--- src/md5_pkg.sv ---
package md5_pkg;

  // field widths
  localparam int WORD_W  = 32;
  localparam int LEN_W   = 64;
  localparam int NBYTE_W = 3;

  // command queue depth
  localparam int Q_DEPTH = 2;
  localparam int Q_PTR_W = $clog2(Q_DEPTH);
  localparam int Q_CNT_W = $clog2(Q_DEPTH + 1);

  // command kinds from the front
  localparam logic [1:0] CMD_WORD      = 2'd0;
  localparam logic [1:0] CMD_LAST_FULL = 2'd1;
  localparam logic [1:0] CMD_LAST_PART = 2'd2;

  // back-end sequencer states
  localparam logic [2:0] ST_TAKE  = 3'd0;
  localparam logic [2:0] ST_PAD   = 3'd1;
  localparam logic [2:0] ST_ROUND = 3'd2;
  localparam logic [2:0] ST_ADD   = 3'd3;
  localparam logic [2:0] ST_EMIT  = 3'd4;

  // initial chaining values
  localparam logic [31:0] IV_A = 32'h67452301;
  localparam logic [31:0] IV_B = 32'hEFCDAB89;
  localparam logic [31:0] IV_C = 32'h98BADCFE;
  localparam logic [31:0] IV_D = 32'h10325476;

  localparam logic [31:0] PAD_BYTE = 32'h00000080;

  // round constants
  localparam logic [31:0] K_TABLE [64] = '{
    32'hd76aa478, 32'he8c7b756, 32'h242070db, 32'hc1bdceee,
    32'hf57c0faf, 32'h4787c62a, 32'ha8304613, 32'hfd469501,
    32'h698098d8, 32'h8b44f7af, 32'hffff5bb1, 32'h895cd7be,
    32'h6b901122, 32'hfd987193, 32'ha679438e, 32'h49b40821,
    32'hf61e2562, 32'hc040b340, 32'h265e5a51, 32'he9b6c7aa,
    32'hd62f105d, 32'h02441453, 32'hd8a1e681, 32'he7d3fbc8,
    32'h21e1cde6, 32'hc33707d6, 32'hf4d50d87, 32'h455a14ed,
    32'ha9e3e905, 32'hfcefa3f8, 32'h676f02d9, 32'h8d2a4c8a,
    32'hfffa3942, 32'h8771f681, 32'h6d9d6122, 32'hfde5380c,
    32'ha4beea44, 32'h4bdecfa9, 32'hf6bb4b60, 32'hbebfbc70,
    32'h289b7ec6, 32'heaa127fa, 32'hd4ef3085, 32'h04881d05,
    32'hd9d4d039, 32'he6db99e5, 32'h1fa27cf8, 32'hc4ac5665,
    32'hf4292244, 32'h432aff97, 32'hab9423a7, 32'hfc93a039,
    32'h655b59c3, 32'h8f0ccc92, 32'hffeff47d, 32'h85845dd1,
    32'h6fa87e4f, 32'hfe2ce6e0, 32'ha3014314, 32'h4e0811a1,
    32'hf7537e82, 32'hbd3af235, 32'h2ad7d2bb, 32'heb86d391
  };

  // rotate amounts, indexed by {stage, round[1:0]}
  localparam logic [4:0] ROT_TABLE [16] = '{
    5'd7, 5'd12, 5'd17, 5'd22, 5'd5, 5'd9, 5'd14, 5'd20,
    5'd4, 5'd11, 5'd16, 5'd23, 5'd6, 5'd10, 5'd15, 5'd21
  };

  // one command between front and back
  typedef struct packed {
    logic [LEN_W-1:0]  bit_len;
    logic [1:0]        kind;
    logic [WORD_W-1:0] word;
  } md5_cmd_t;

  // back-end status for checking
  typedef struct packed {
    logic [2:0] state;
    logic [3:0] slot;
    logic [5:0] round;
  } md5_status_t;

  // message word index for a round
  function automatic logic [3:0] msg_index(input logic [5:0] i);
    logic [3:0] j;
    j = i[3:0];
    case (i[5:4])
      2'd0:    msg_index = j;
      2'd1:    msg_index = 4'(j * 4'd5 + 4'd1);
      2'd2:    msg_index = 4'(j * 4'd3 + 4'd5);
      default: msg_index = 4'(j * 4'd7);
    endcase
  endfunction

endpackage

--- src/md5_front.sv ---
module md5_front (
  input  logic              clk,
  input  logic              rst_n,
  input  logic              in_tvalid,
  output logic              in_tready,
  input  logic [39:0]       in_tdata,   // message_word[31:0], valid_bytes[34:32]
  input  logic              in_tlast,   // last_word
  output logic              cmd_valid,
  input  logic              cmd_ready,
  output md5_pkg::md5_cmd_t cmd
);
  import md5_pkg::*;

  logic [LEN_W-1:0]   count_r, count_nxt;
  logic [NBYTE_W-1:0] nbytes;
  logic [WORD_W-1:0]  word;
  logic [WORD_W-1:0]  keep;
  logic [LEN_W-1:0]   total;
  logic               accept;

  assign in_tready = cmd_ready;
  assign cmd_valid = in_tvalid;
  assign accept    = in_tvalid && cmd_ready;
  assign word      = in_tdata[31:0];

  // clamp byte count of the last word
  always_comb begin
    nbytes = (in_tdata[34:32] > 3'd4) ? 3'd4 : in_tdata[34:32];
    case (nbytes[1:0])
      2'd0:    keep = 32'h00000000;
      2'd1:    keep = 32'h000000FF;
      2'd2:    keep = 32'h0000FFFF;
      default: keep = 32'h00FFFFFF;
    endcase
    total = count_r + {{(LEN_W-6){1'b0}}, nbytes, 3'b000};
  end

  // classify the word into a command
  always_comb begin
    cmd.bit_len = total;
    if (!in_tlast) begin
      cmd.kind = CMD_WORD;
      cmd.word = word;
    end else if (nbytes == 3'd4) begin
      cmd.kind = CMD_LAST_FULL;
      cmd.word = word;
    end else begin
      cmd.kind = CMD_LAST_PART;
      cmd.word = (word & keep) | (PAD_BYTE << {nbytes[1:0], 3'b000});
    end
  end

  // running message length in bits
  always_comb begin
    count_nxt = count_r;
    if (accept) begin
      if (in_tlast) begin
        count_nxt = '0;
      end else begin
        count_nxt = count_r + LEN_W'(32);
      end
    end
  end

  always_ff @(posedge clk) begin
    if (!rst_n) begin
      count_r <= '0;
    end else begin
      count_r <= count_nxt;
    end
  end

endmodule

--- src/md5_cmd_queue.sv ---
module md5_cmd_queue (
  input  logic              clk,
  input  logic              rst_n,
  input  logic              push_valid,
  output logic              push_ready,
  input  md5_pkg::md5_cmd_t push_cmd,
  output logic              pop_valid,
  input  logic              pop_ready,
  output md5_pkg::md5_cmd_t pop_cmd
);
  import md5_pkg::*;

  md5_cmd_t           slots_r [Q_DEPTH];
  logic [Q_PTR_W-1:0] wr_ptr_r, wr_ptr_nxt;
  logic [Q_PTR_W-1:0] rd_ptr_r, rd_ptr_nxt;
  logic [Q_CNT_W-1:0] fill_r, fill_nxt;
  logic               do_push, do_pop;

  assign push_ready = (fill_r != Q_CNT_W'(Q_DEPTH));
  assign pop_valid  = (fill_r != '0);
  assign pop_cmd    = slots_r[rd_ptr_r];
  assign do_push    = push_valid && push_ready;
  assign do_pop     = pop_valid && pop_ready;

  // pointer and fill update
  always_comb begin
    wr_ptr_nxt = wr_ptr_r;
    rd_ptr_nxt = rd_ptr_r;
    if (do_push) begin
      wr_ptr_nxt = (wr_ptr_r == Q_PTR_W'(Q_DEPTH - 1)) ? '0 : wr_ptr_r + 1'b1;
    end
    if (do_pop) begin
      rd_ptr_nxt = (rd_ptr_r == Q_PTR_W'(Q_DEPTH - 1)) ? '0 : rd_ptr_r + 1'b1;
    end
    fill_nxt = fill_r + Q_CNT_W'(do_push) - Q_CNT_W'(do_pop);
  end

  always_ff @(posedge clk) begin
    if (!rst_n) begin
      wr_ptr_r <= '0;
      rd_ptr_r <= '0;
      fill_r   <= '0;
    end else begin
      wr_ptr_r <= wr_ptr_nxt;
      rd_ptr_r <= rd_ptr_nxt;
      fill_r   <= fill_nxt;
    end
  end

  // entry storage
  always_ff @(posedge clk) begin
    if (do_push) begin
      slots_r[wr_ptr_r] <= push_cmd;
    end
  end

endmodule

--- src/md5_back.sv ---
module md5_back (
  input  logic                 clk,
  input  logic                 rst_n,
  input  logic                 cmd_valid,
  output logic                 cmd_pop,
  input  md5_pkg::md5_cmd_t    cmd,
  output logic                 out_tvalid,
  input  logic                 out_tready,
  output logic [127:0]         out_tdata,
  output md5_pkg::md5_status_t status
);
  import md5_pkg::*;

  // padding phases
  localparam logic [2:0] PH_MSG  = 3'd0;
  localparam logic [2:0] PH_80   = 3'd1;
  localparam logic [2:0] PH_ZERO = 3'd2;
  localparam logic [2:0] PH_HI   = 3'd3;
  localparam logic [2:0] PH_DONE = 3'd4;

  logic [2:0]        state_r, state_nxt;
  logic [2:0]        phase_r, phase_nxt;
  logic [3:0]        slot_r, slot_nxt;
  logic [5:0]        round_r, round_nxt;
  logic [31:0]       chain_r [4];
  logic [31:0]       chain_nxt [4];
  logic [31:0]       a_r, b_r, c_r, d_r;
  logic [31:0]       a_nxt, b_nxt, c_nxt, d_nxt;
  logic [31:0]       pre_r, pre_nxt;
  logic [LEN_W-1:0]  len_r, len_nxt;
  logic              out_valid_r, out_valid_nxt;
  logic [127:0]      out_data_r, out_data_nxt;
  logic [31:0]       buf_r [16];
  logic              push_en;
  logic [31:0]       push_data;
  logic [2:0]        phase_after;
  logic [5:0]        round_next;
  logic [3:0]        rd_idx;
  logic [31:0]       rd_word;
  logic [31:0]       mix, sum, rot;
  logic [4:0]        shamt;

  assign out_tvalid   = out_valid_r;
  assign out_tdata    = out_data_r;
  assign status.state = state_r;
  assign status.slot  = slot_r;
  assign status.round = round_r;

  // block buffer read for the next round
  assign round_next = round_r + 6'd1;
  assign rd_idx     = (state_r == ST_ROUND) ? msg_index(round_next) : 4'd0;
  assign rd_word    = buf_r[rd_idx];

  // round function
  always_comb begin
    case (round_r[5:4])
      2'd0:    mix = (b_r & c_r) | (~b_r & d_r);
      2'd1:    mix = (d_r & b_r) | (~d_r & c_r);
      2'd2:    mix = b_r ^ c_r ^ d_r;
      default: mix = c_r ^ (b_r | ~d_r);
    endcase
    sum   = a_r + mix + pre_r;
    shamt = ROT_TABLE[{round_r[5:4], round_r[1:0]}];
    rot   = (sum << shamt) | (sum >> (6'd32 - {1'b0, shamt}));
  end

  // sequencer
  always_comb begin
    state_nxt     = state_r;
    phase_nxt     = phase_r;
    slot_nxt      = slot_r;
    round_nxt     = round_r;
    chain_nxt     = chain_r;
    a_nxt         = a_r;
    b_nxt         = b_r;
    c_nxt         = c_r;
    d_nxt         = d_r;
    pre_nxt       = pre_r;
    len_nxt       = len_r;
    out_valid_nxt = out_valid_r && !out_tready;
    out_data_nxt  = out_data_r;
    cmd_pop       = 1'b0;
    push_en       = 1'b0;
    push_data     = '0;
    phase_after   = phase_r;

    case (state_r)
      // take one command word from the queue
      ST_TAKE: begin
        if (cmd_valid) begin
          cmd_pop   = 1'b1;
          push_en   = 1'b1;
          push_data = cmd.word;
          len_nxt   = cmd.bit_len;
          case (cmd.kind)
            CMD_LAST_FULL: phase_after = PH_80;
            CMD_LAST_PART: phase_after = PH_ZERO;
            default:       phase_after = PH_MSG;
          endcase
        end
      end
      // generate padding and length words
      ST_PAD: begin
        push_en = 1'b1;
        case (phase_r)
          PH_80: begin
            push_data   = PAD_BYTE;
            phase_after = PH_ZERO;
          end
          PH_ZERO: begin
            if (slot_r == 4'd14) begin
              push_data   = len_r[31:0];
              phase_after = PH_HI;
            end
          end
          PH_HI: begin
            push_data   = len_r[63:32];
            phase_after = PH_DONE;
          end
          default: begin
            push_en = 1'b0;
          end
        endcase
      end
      // one compression round per cycle
      ST_ROUND: begin
        a_nxt     = d_r;
        d_nxt     = c_r;
        c_nxt     = b_r;
        b_nxt     = b_r + rot;
        pre_nxt   = K_TABLE[round_next] + rd_word;
        round_nxt = round_next;
        if (round_r == 6'd63) begin
          state_nxt = ST_ADD;
        end
      end
      // fold round words into the chaining values
      ST_ADD: begin
        chain_nxt[0] = chain_r[0] + a_r;
        chain_nxt[1] = chain_r[1] + b_r;
        chain_nxt[2] = chain_r[2] + c_r;
        chain_nxt[3] = chain_r[3] + d_r;
        if (phase_r == PH_MSG) begin
          state_nxt = ST_TAKE;
        end else if (phase_r == PH_DONE) begin
          state_nxt = ST_EMIT;
        end else begin
          state_nxt = ST_PAD;
        end
      end
      // hand the digest to the output register
      ST_EMIT: begin
        if (!out_valid_r || out_tready) begin
          out_valid_nxt = 1'b1;
          out_data_nxt  = {chain_r[3], chain_r[2], chain_r[1], chain_r[0]};
          chain_nxt[0]  = IV_A;
          chain_nxt[1]  = IV_B;
          chain_nxt[2]  = IV_C;
          chain_nxt[3]  = IV_D;
          phase_nxt     = PH_MSG;
          state_nxt     = ST_TAKE;
        end
      end
      default: begin
        state_nxt = ST_TAKE;
      end
    endcase

    // a full block starts the compression
    if (push_en) begin
      phase_nxt = phase_after;
      slot_nxt  = slot_r + 4'd1;
      if (slot_r == 4'd15) begin
        state_nxt = ST_ROUND;
        round_nxt = '0;
        a_nxt     = chain_r[0];
        b_nxt     = chain_r[1];
        c_nxt     = chain_r[2];
        d_nxt     = chain_r[3];
        pre_nxt   = K_TABLE[0] + rd_word;
      end else if (phase_after == PH_MSG) begin
        state_nxt = ST_TAKE;
      end else begin
        state_nxt = ST_PAD;
      end
    end
  end

  // control and chaining registers
  always_ff @(posedge clk) begin
    if (!rst_n) begin
      state_r     <= ST_TAKE;
      phase_r     <= PH_MSG;
      slot_r      <= '0;
      round_r     <= '0;
      out_valid_r <= 1'b0;
      chain_r[0]  <= IV_A;
      chain_r[1]  <= IV_B;
      chain_r[2]  <= IV_C;
      chain_r[3]  <= IV_D;
    end else begin
      state_r     <= state_nxt;
      phase_r     <= phase_nxt;
      slot_r      <= slot_nxt;
      round_r     <= round_nxt;
      out_valid_r <= out_valid_nxt;
      chain_r     <= chain_nxt;
    end
  end

  // datapath registers
  always_ff @(posedge clk) begin
    a_r        <= a_nxt;
    b_r        <= b_nxt;
    c_r        <= c_nxt;
    d_r        <= d_nxt;
    pre_r      <= pre_nxt;
    len_r      <= len_nxt;
    out_data_r <= out_data_nxt;
    if (push_en) begin
      buf_r[slot_r] <= push_data;
    end
  end

endmodule

--- src/md5_message_digest.sv ---
// channel | ports                            | transaction
// --------+----------------------------------+------------------------------------------
// input   | in_tvalid in_tready in_tdata     | one message word, valid_bytes, last_word
//         | in_tlast                         |
// output  | out_tvalid out_tready out_tdata  | 128-bit digest, one per message
//
// a block loads 16 words from the command queue, then runs 64 rounds on the single round
// unit and folds the round words into the chain; the queue takes new words meanwhile.
// the last word adds pad words, one a cycle except while a full block is compressed, and
// a second block when the length no longer fits; the emit step then moves the digest
// into the output register once it is free. reset (rst_n low, synchronous) empties the
// queue and loads the initial chain. the front and its two-entry queue take up to two
// words while the back is busy or while an untaken digest holds the output register.
module md5_message_digest (
  input  logic         clk,
  input  logic         rst_n,
  input  logic         in_tvalid,
  output logic         in_tready,
  input  logic [39:0]  in_tdata,    // message_word[31:0], valid_bytes[34:32]
  input  logic         in_tlast,    // last_word
  output logic         out_tvalid,
  input  logic         out_tready,
  output logic [127:0] out_tdata    // digest_a, digest_b, digest_c, digest_d
);
  import md5_pkg::*;

  md5_cmd_t    front_cmd, q_cmd;
  logic        front_valid, front_ready;
  logic        q_valid, q_pop;
  md5_status_t st;

  // accept and classify words
  md5_front u_front (
    .clk       (clk),
    .rst_n     (rst_n),
    .in_tvalid (in_tvalid),
    .in_tready (in_tready),
    .in_tdata  (in_tdata),
    .in_tlast  (in_tlast),
    .cmd_valid (front_valid),
    .cmd_ready (front_ready),
    .cmd       (front_cmd)
  );

  // decoupling queue
  md5_cmd_queue u_queue (
    .clk        (clk),
    .rst_n      (rst_n),
    .push_valid (front_valid),
    .push_ready (front_ready),
    .push_cmd   (front_cmd),
    .pop_valid  (q_valid),
    .pop_ready  (q_pop),
    .pop_cmd    (q_cmd)
  );

  // padding and compression
  md5_back u_back (
    .clk        (clk),
    .rst_n      (rst_n),
    .cmd_valid  (q_valid),
    .cmd_pop    (q_pop),
    .cmd        (q_cmd),
    .out_tvalid (out_tvalid),
    .out_tready (out_tready),
    .out_tdata  (out_tdata),
    .status     (st)
  );

  // a digest appears only out of the emit step
  a_digest_from_emit: assert property (@(posedge clk) disable iff (!rst_n)
    $rose(out_tvalid) |-> $past(st.state) == ST_EMIT)
    else $error("digest appeared outside emit");

  // rounds advance one per cycle without a break
  a_round_step: assert property (@(posedge clk) disable iff (!rst_n)
    (st.state == ST_ROUND && st.round != 6'd63) |=>
      (st.state == ST_ROUND && st.round == $past(st.round) + 6'd1))
    else $error("round sequence broken");

  // the buffer is empty again when a block is folded in
  a_slot_wrap: assert property (@(posedge clk) disable iff (!rst_n)
    st.state == ST_ADD |-> st.slot == 4'd0)
    else $error("block folded with partial buffer");

  // the queue is drained only while loading words
  a_pop_in_take: assert property (@(posedge clk) disable iff (!rst_n)
    q_pop |-> (st.state == ST_TAKE && q_valid))
    else $error("queue popped outside take");

endmodule
--- config.mk ---
export PLATFORM = sky130hd
export DESIGN_NAME = md5_message_digest
export DESIGN_NICKNAME = d
export VERILOG_FILES = /design/src/md5_pkg.sv /design/src/md5_front.sv /design/src/md5_cmd_queue.sv /design/src/md5_back.sv /design/src/md5_message_digest.sv
export SDC_FILE = /design/constraint.sdc
export NUM_CORES = 2
export LEC_CHECK = 0
export BUFFER_PORTS_ARGS = -buffer_cell sky130_fd_sc_hd__buf_2
export CAP_MARGIN = 20
export CELL_PAD_IN_SITES_DETAIL_PLACEMENT = 1
export CELL_PAD_IN_SITES_GLOBAL_PLACEMENT = 2
export CORE_MARGIN = 10
export CORE_UTILIZATION = 38
export DETAILED_ROUTE_END_ITERATION = 8
export HOLD_SLACK_MARGIN = 0.05
export PLACE_DENSITY = 0.84
export SETUP_SLACK_MARGIN = 0.02
export SLEW_MARGIN = 20
export SYNTH_ARGS = -nofsm -noshare
export SYNTH_HDL_FRONTEND = slang
export SYNTH_SLANG_ARGS = --single-unit
--- constraint.sdc ---
create_clock -name clk -period 9.69 [get_ports clk]
set_input_delay 0.4845 -clock clk [delete_from_list [all_inputs] [get_ports clk]]
set_output_delay 0.4845 -clock clk [all_outputs]
set_load 0.03 [all_outputs]
---- Word level (Yosys, flattened, before mapping) ----
Memories as Yosys holds them, arrays and structs flattened. A register that Yosys moved wholly into a read port is not among the register bits.
Cells that the tools add are included.
storage, ports and cells
  register bits after elaboration ......... 565
  memory bits (writable) .................. 708
  ROM bits ................................ 2128
  input port bits ......................... 45
  output and inout port bits .............. 130
  word-level logic and storage cells ...... 183
  memories ................................ 4
memory list
  name             words  width  rd ports  clocked after Yosys merged registers in  write ports  line                 source
  (no name shown)  64     32     1         0                                        0            md5_back.sv:131      pre_nxt = K_TABLE[round_next] + rd_word;
  u_back.buf_r     16     32     1         0                                        1            md5_back.sv:33       logic [31:0] buf_r [16];
  u_queue.slots_r  2      98     1         1                                        1            md5_cmd_queue.sv:13  md5_cmd_t slots_r [Q_DEPTH];
  (no name shown)  16     5      1         0                                        0            md5_back.sv:63       shamt = ROT_TABLE[{round_r[5:4], round_r[1:0]}];
operators by class
  add/subtract/negate cells ............... 20
  multiply operators ...................... 3
  order comparisons ....................... 3
  eq/ne operators ......................... 25
  shift operators ......................... 3
  multiplexer cells ....................... 65
  bitwise gates (word level) .............. 17
  reduce and logical (&&, ||, !) cells .... 23
operator list
  cell                    count
  $mux 32                 19
  $add 32x32->32          8
  $pmux 128 s2            1
  $pmux 32 s3             2
  $or 32x32->32           5
  $and 32x32->32          4
  $mux 128                1
  $xor 32x32->32          3
  $pmux 24 s3             1
  $mux 34                 2
  $add 64x6->64           1
  $add 64x6->64 const B   1
  $mux 64                 1
  $not 32->32             2
  $pmux 32 s2             1
  $mux 3                  11
  $add 32x32->32 const A  1
  $and 32x24->32          1
  $shl 32x5->32           1
  $shl 8x5->32 const A    1
  $shr 32x6->32           1
  $mux 6                  3
  $mux 1                  14
  $eq 3x2->1 const B      4
  42 further kinds        70

---- Longest topological paths before layout ----
  depth in word-level cells ............... 12
  mapped depth ............................ 44
  depth with buffers taken out ............ 38

---- Hierarchy ----
Synthesis repeated with hierarchy kept, for this count alone.
second synthesis, totals
  cells, all modules ...................... 7173
  area, all modules ....................... 70366.2 µm²
by module, submodules not included
  module         times used  cells an instance  area an instance (µm²)  seq. area each (µm²)
  md5_back       1           6260               58600.0                 27246.1
  md5_cmd_queue  1           334                7407.1                  5985.7
  md5_front      1           579                4359.2                  1181.1

---- Worst setup path before layout ----
No wires, ideal clock.
  path kind ............................... reg2reg
  from .................................... register u_back.round_r[4]
  to ...................................... register u_back.b_r[30]
  setup time .............................. 130 ps
  data arrival time ....................... 9445 ps
  data required time ...................... 9560 ps
  setup slack ............................. 115 ps
  cell stages (with the launch flop) ...... 43
  path buffers ............................ 6
  clock period less this slack ............ 9575 ps
  path through ............................ dfxtp_1 buf_2 buf_2 buf_2 clkbuf_1 clkbuf_1 buf_1 o21ai_0 o211ai_1 o211ai_1 fa_1 inv_1 fa_1 a21o_1 a21oi_1 o21ai_0 a31o_2 a31oi_1 [... 7 more ...] a311oi_1 a21oi_1 ha_1 fa_1 a21o_1 a21oi_1 o21bai_1 a2111oi_0 o21ai_0 a21o_1 a2111o_1 a31o_2 o41ai_1 o21ai_0 a21o_1 a21oi_1 xor2_1 o21ai_0
between the ends
  longest elaborated chain between the ends .. 11
  elaborated cells between the ends (all ways) .. 18
  classes of those cells .................. add/sub: 4; eq/ne: 2; shift: 2; mux: 6; bitwise: 2; reduce/logical: 1; memory: 1
ends and longest elaborated chain
  element                                                                 line             source
  from (decl)                                                             md5_back.sv:24   logic [5:0] round_r, round_nxt;
  from (signal assigned)                                                  md5_back.sv:205  round_r <= round_nxt;
  parallel branches: the longest is 6 deep, another holds $add 32x32->32  n/a
  $or 32x32->32 (*)                                                       md5_back.sv:64   rot = (sum << shamt) | (sum >> (6'd32 - {1'b0, shamt}));
  $add 32x32->32 (*)                                                      md5_back.sv:130  b_nxt = b_r + rot;
  $mux 32 (*)                                                             md5_back.sv:87   case (state_r)
  $mux 32                                                                 md5_back.sv:173  if (slot_r == 4'd15) begin
  $mux 32 (*)                                                             md5_back.sv:170  if (push_en) begin
  net u_back.b_nxt[30]                                                    md5_back.sv:28   logic [31:0] a_nxt, b_nxt, c_nxt, d_nxt;
  to (signal assigned)                                                    md5_back.sv:214  b_r <= b_nxt;
  to (decl)                                                               md5_back.sv:27   logic [31:0] a_r, b_r, c_r, d_r;
Mark *: on every way through the listed nets, which the timed path passes. The select of a mux whose other input is x is not followed.
A chain may end at the register's enable or synchronous reset.

---- Final worst setup path ----
Same ends and word-level chain as after synthesis.

==> summary.txt <==
Final layout
  – Most common cell after layout, fill and taps aside: edfxtp_1
  – Most frequent cells in the layout: edfxtp_1 (891), nand2_1 (852), nor2_1 (615)
  – Post-route cell area: 78,700 um^2
  – Ratio of cells with drive above 1 in the final layout: 11.7%
  – Nets: roughly 7,500
  – P&R area growth vs syn: 13.3%
  – Final non-filler cell total: 9,619

CTS
  – Root buffer cell: clkbuf_16
  – Clock sink count: ~1,300
  – Skew-Pair Late Insertion Delay: between 0.8 and 0.9 ns
  – CTS max path bufs: 3
  – CTS tree: done
  – H-tree depth: 4
  – TritonCTS buffer count: ~140
  – Reg clk slew, reported paths: roughly 0.060 ns

GRT
  – Met1 Resource Use GR: between 30% and 40%
  – Number of global-route vias before repair: around 58,000
  – GR Layer Usage met2: between 30% and 40%
  – Total GRT Usage: roughly a quarter
  – Gr busiest metal: met2
  – Met3 usage: roughly 3.4%
  – First-pass GRT wire length: approximately 380,000 um
  – Pin count of the biggest net entering global routing: between 100 and 150
  – Initial antenna violation count: 4
  – Total gr overflow: 0

Timing
  – Fin crit period: around 9 ns
  – Post-route clock period utilization: a little over nine tenths
  – TNS Setup: 0 ns
  – Final Hold Fails: 0
  – RSZ-0062 raised after global routing: true
  – Final setup vio count: 0
  – Post-Route Skew: 0.0306 ns
  – Slew headroom: 21.5%
  – Fmax achieved: around 110 MHz
  – Measured slew at the worst slew-check pin: 1.17 ns
  – Fin. max-slew vios: 0
  – Final setup margin: around 0.45 ns

Power
  – Worst VDD drop: ~310 uV
  – Power per cell area: 399 nW/um^2
  – Leak: slightly above 30 nW

Setup path
  – Slowest cell on crit path: fa_1
  – Worst reg2reg setup slack: between 0.4 and 0.5 ns
  – Worst r2r path cells: a little over 40
  – Top cell by count, worst path: a21oi_1
  – CP Capture Type: flop
  – CP Data Required Time: 10.35 ns
  – Kind of critical path: reg -> reg
  – Arrival @ worst endpoint: a little under 10 ns
  – Critical R2R Launch: u_back.round_r[4]
  – Worst setup SP type: flop
  – CP max stage delay: around 0.5 ns
  – RR Endpoint: u_back.b_r[30]
  – Crit Path Max Fanout: 7

Synth
  – Largest cells by area after synthesis: edfxtp_1 (39%), dfxtp_1 (11%), nand2_1 (4.6%), ha_1 (4.6%), mux2i_1 (4.2%)
  – Simple-Gate Fraction of Synth Area: between 10% and 20%
  – Async set-or-reset flop fraction in the synthesized netlist: 0%
  – Distinct cells, synth: a little over 100
  – Syn_area_per_cell: about 10 um^2
  – Post-synthesis sequential area ratio: 49.2%
  – Yosys reg bits: roughly 1,300
  – Syn. warnings: 0
  – Synth Area in Compound Gates: between 15 and 20%
  – Number of synthesized flops with an enable pin: a little under 900
  – Combinational family with the most area after synthesis: compound AO/OA/AOI/OAI gates
  – Yosys top cell area share: approximately two fifths
  – Post-synthesis adder-cell area fraction: a little under 6%
  – Syn Nets: ~7,300
  – Mapped Area: between 60,000 and 70,000 um^2
  – Multiplexer area fraction after synthesis: about 5.5%
  – Xor/xnor share of the synthesized area: under 10%
  – Syn Inst Count: 6,963
  – Area leader, netlist: edfxtp_1
  – Primary FF master, synth: edfxtp_1

Routing
  – Antenna viol nets, final: 0
  – WL/cell: roughly 26 um
  – Detailed Route WL: approximately 250,000 um
  – Via count: approximately 57,000
  – # DRC: 0
  – DRT iter0 DRCs: slightly below 5,000
  – Drt pass-1 iters: 6
  – Via/cell ratio: between 5 and 6

Min path
  – Worst hold path class: in -> reg
  – Hold Path Sink: u_queue.slots_r[1][15]
  – Hold path cells: 2
  – Hold Crit Start: in_tdata[32]

Placement
  – Port buffer count: around 170
  – Setup WS pre-CTS: -0.154 ns
  – Placed cell area: around 74,000 um^2
  – Dpl cells: 9,336
  – Final GP Congestion: about 0.95
  – HPWL Detailed: 174,000 um

Floorplan
  – IO Pins: 175
  – Die H: 447 um
  – Die area: between 200,000 and 250,000 um^2
  – Placeable Area: between 150,000 and 200,000 um^2
  – Initial core utilization: 38.3%
  – Floorplan row count: approximately 160
  – Die X: 447 um

Outcome
  – Outcome: complete, no violations

Run
  – Max cap viols: 0
layer usage:
layer  vias up  share of wire, %  routed length, um
li1      25775                 -                  -
met1     28965                45             113000
met2      1537                47             118000
met3       401               5.1              13000
met4         0               3.6               9170
met5         -                 0                  0
worst max path at each step:
stage                            from        endpoint  slack, ns
CTS                 u_back.round_r[5]  u_back.b_r[30]       0.17
finish              u_back.round_r[4]  u_back.b_r[30]       0.45
detailed placement  u_back.round_r[5]  u_back.b_r[30]      -0.15
global placement    u_back.round_r[5]  u_back.b_r[30]       0.01
floorplan           u_back.round_r[4]  u_back.b_r[30]       0.11
global route        u_back.round_r[4]  u_back.b_r[30]      -0.06
stage by stage:
stage | hold WS [ns] | total power, mW | util [%]
global placement | 0.456 | 25.1 | 40.6
floorplan | 0.449 | 19.3 | -
global route | 0.0859 | 33.4 | 43.4
finish | 0.109 | 31.4 | 43.4
CTS | 0.0544 | 31.1 | 43.3
detailed placement | 0.477 | 25.5 | 40.6
state kept, by name, summed over array words and instances, names as in the netlist, 59 cells and up, named ones only:
name,count
u_back.buf_r,512
u_back.chain_r,128
u_back.len_r,61
u_back.out_tdata,128
u_front.count_r,59
u_queue.slots_r,190
layout make-up:
class	count	area, um^2
clock buffer	170	3600
multi-input combinational	5070	33100
clock inverter	82	992
antenna	2	5.00
tap	2370	2970
sequential	1260	34200
inverter	232	878
fill	20150	102000
timing repair buffer	433	2950
synth_stat cells (all sizes together) (13+ instances only):
cell,instances
a2111oi,15
a211oi,154
a21boi,20
a21o,102
a21oi,481
a221oi,21
a22oi,51
a311oi,43
a31oi,203
and2,109
and3,43
buf,121
clkbuf,280
dfxtp,369
edfxtp,891
fa,43
ha,255
inv,228
mux2,80
mux2i,289
nand2,855
nand2b,42
nand3,160
nand4,36
nor2,629
nor2b,49
nor3,105
nor3b,13
nor4,17
o211ai,103
o21a,32
o21ai,352
o21bai,38
o221ai,20
o22ai,86
o31ai,23
or2,53
or3,35
xnor2,228
xor2,142
cell families after synthesis:
family | Yosys count
AO/OA/AOI/OAI | 1847
buffers and inverters | 633
adder cells (fa/ha/maj) | 298
other | 1
flip-flops | 1260
AND/OR/NAND/NOR | 2182
multiplexers | 371
XOR/XNOR | 371
timing repair:
action	4_1_cts	5_1_grt
gates cloned	0	0
setup buffers	1	7
setup endpoints to repair	2	12
hold buffers	21	0
endpoints found under the hold margin	39	0
resized for setup	3	18
pin swaps	0	2
worst max-delay path: cells and delay by family, from the launching register on:
kind / cells / cell delay [ns]
flip-flops: 1 / 0.46
multiplexers: 2 / 0.56
adder cells (fa/ha/maj): 5 / 1.80
AO/OA/AOI/OAI: 25 / 5.10
buffers and inverters: 4 / 0.56
AND/OR/NAND/NOR: 3 / 0.33
XOR/XNOR: 2 / 0.29
power breakdown:
group | switching (mW) | internal, mW | total [mW]
registers | 0.800 | 6.86 | 7.66
clock network | 2.33 | 3.06 | 5.39
logic | 11.4 | 6.96 | 18.3
No activity file was read; power rests on OpenSTA's default activity.
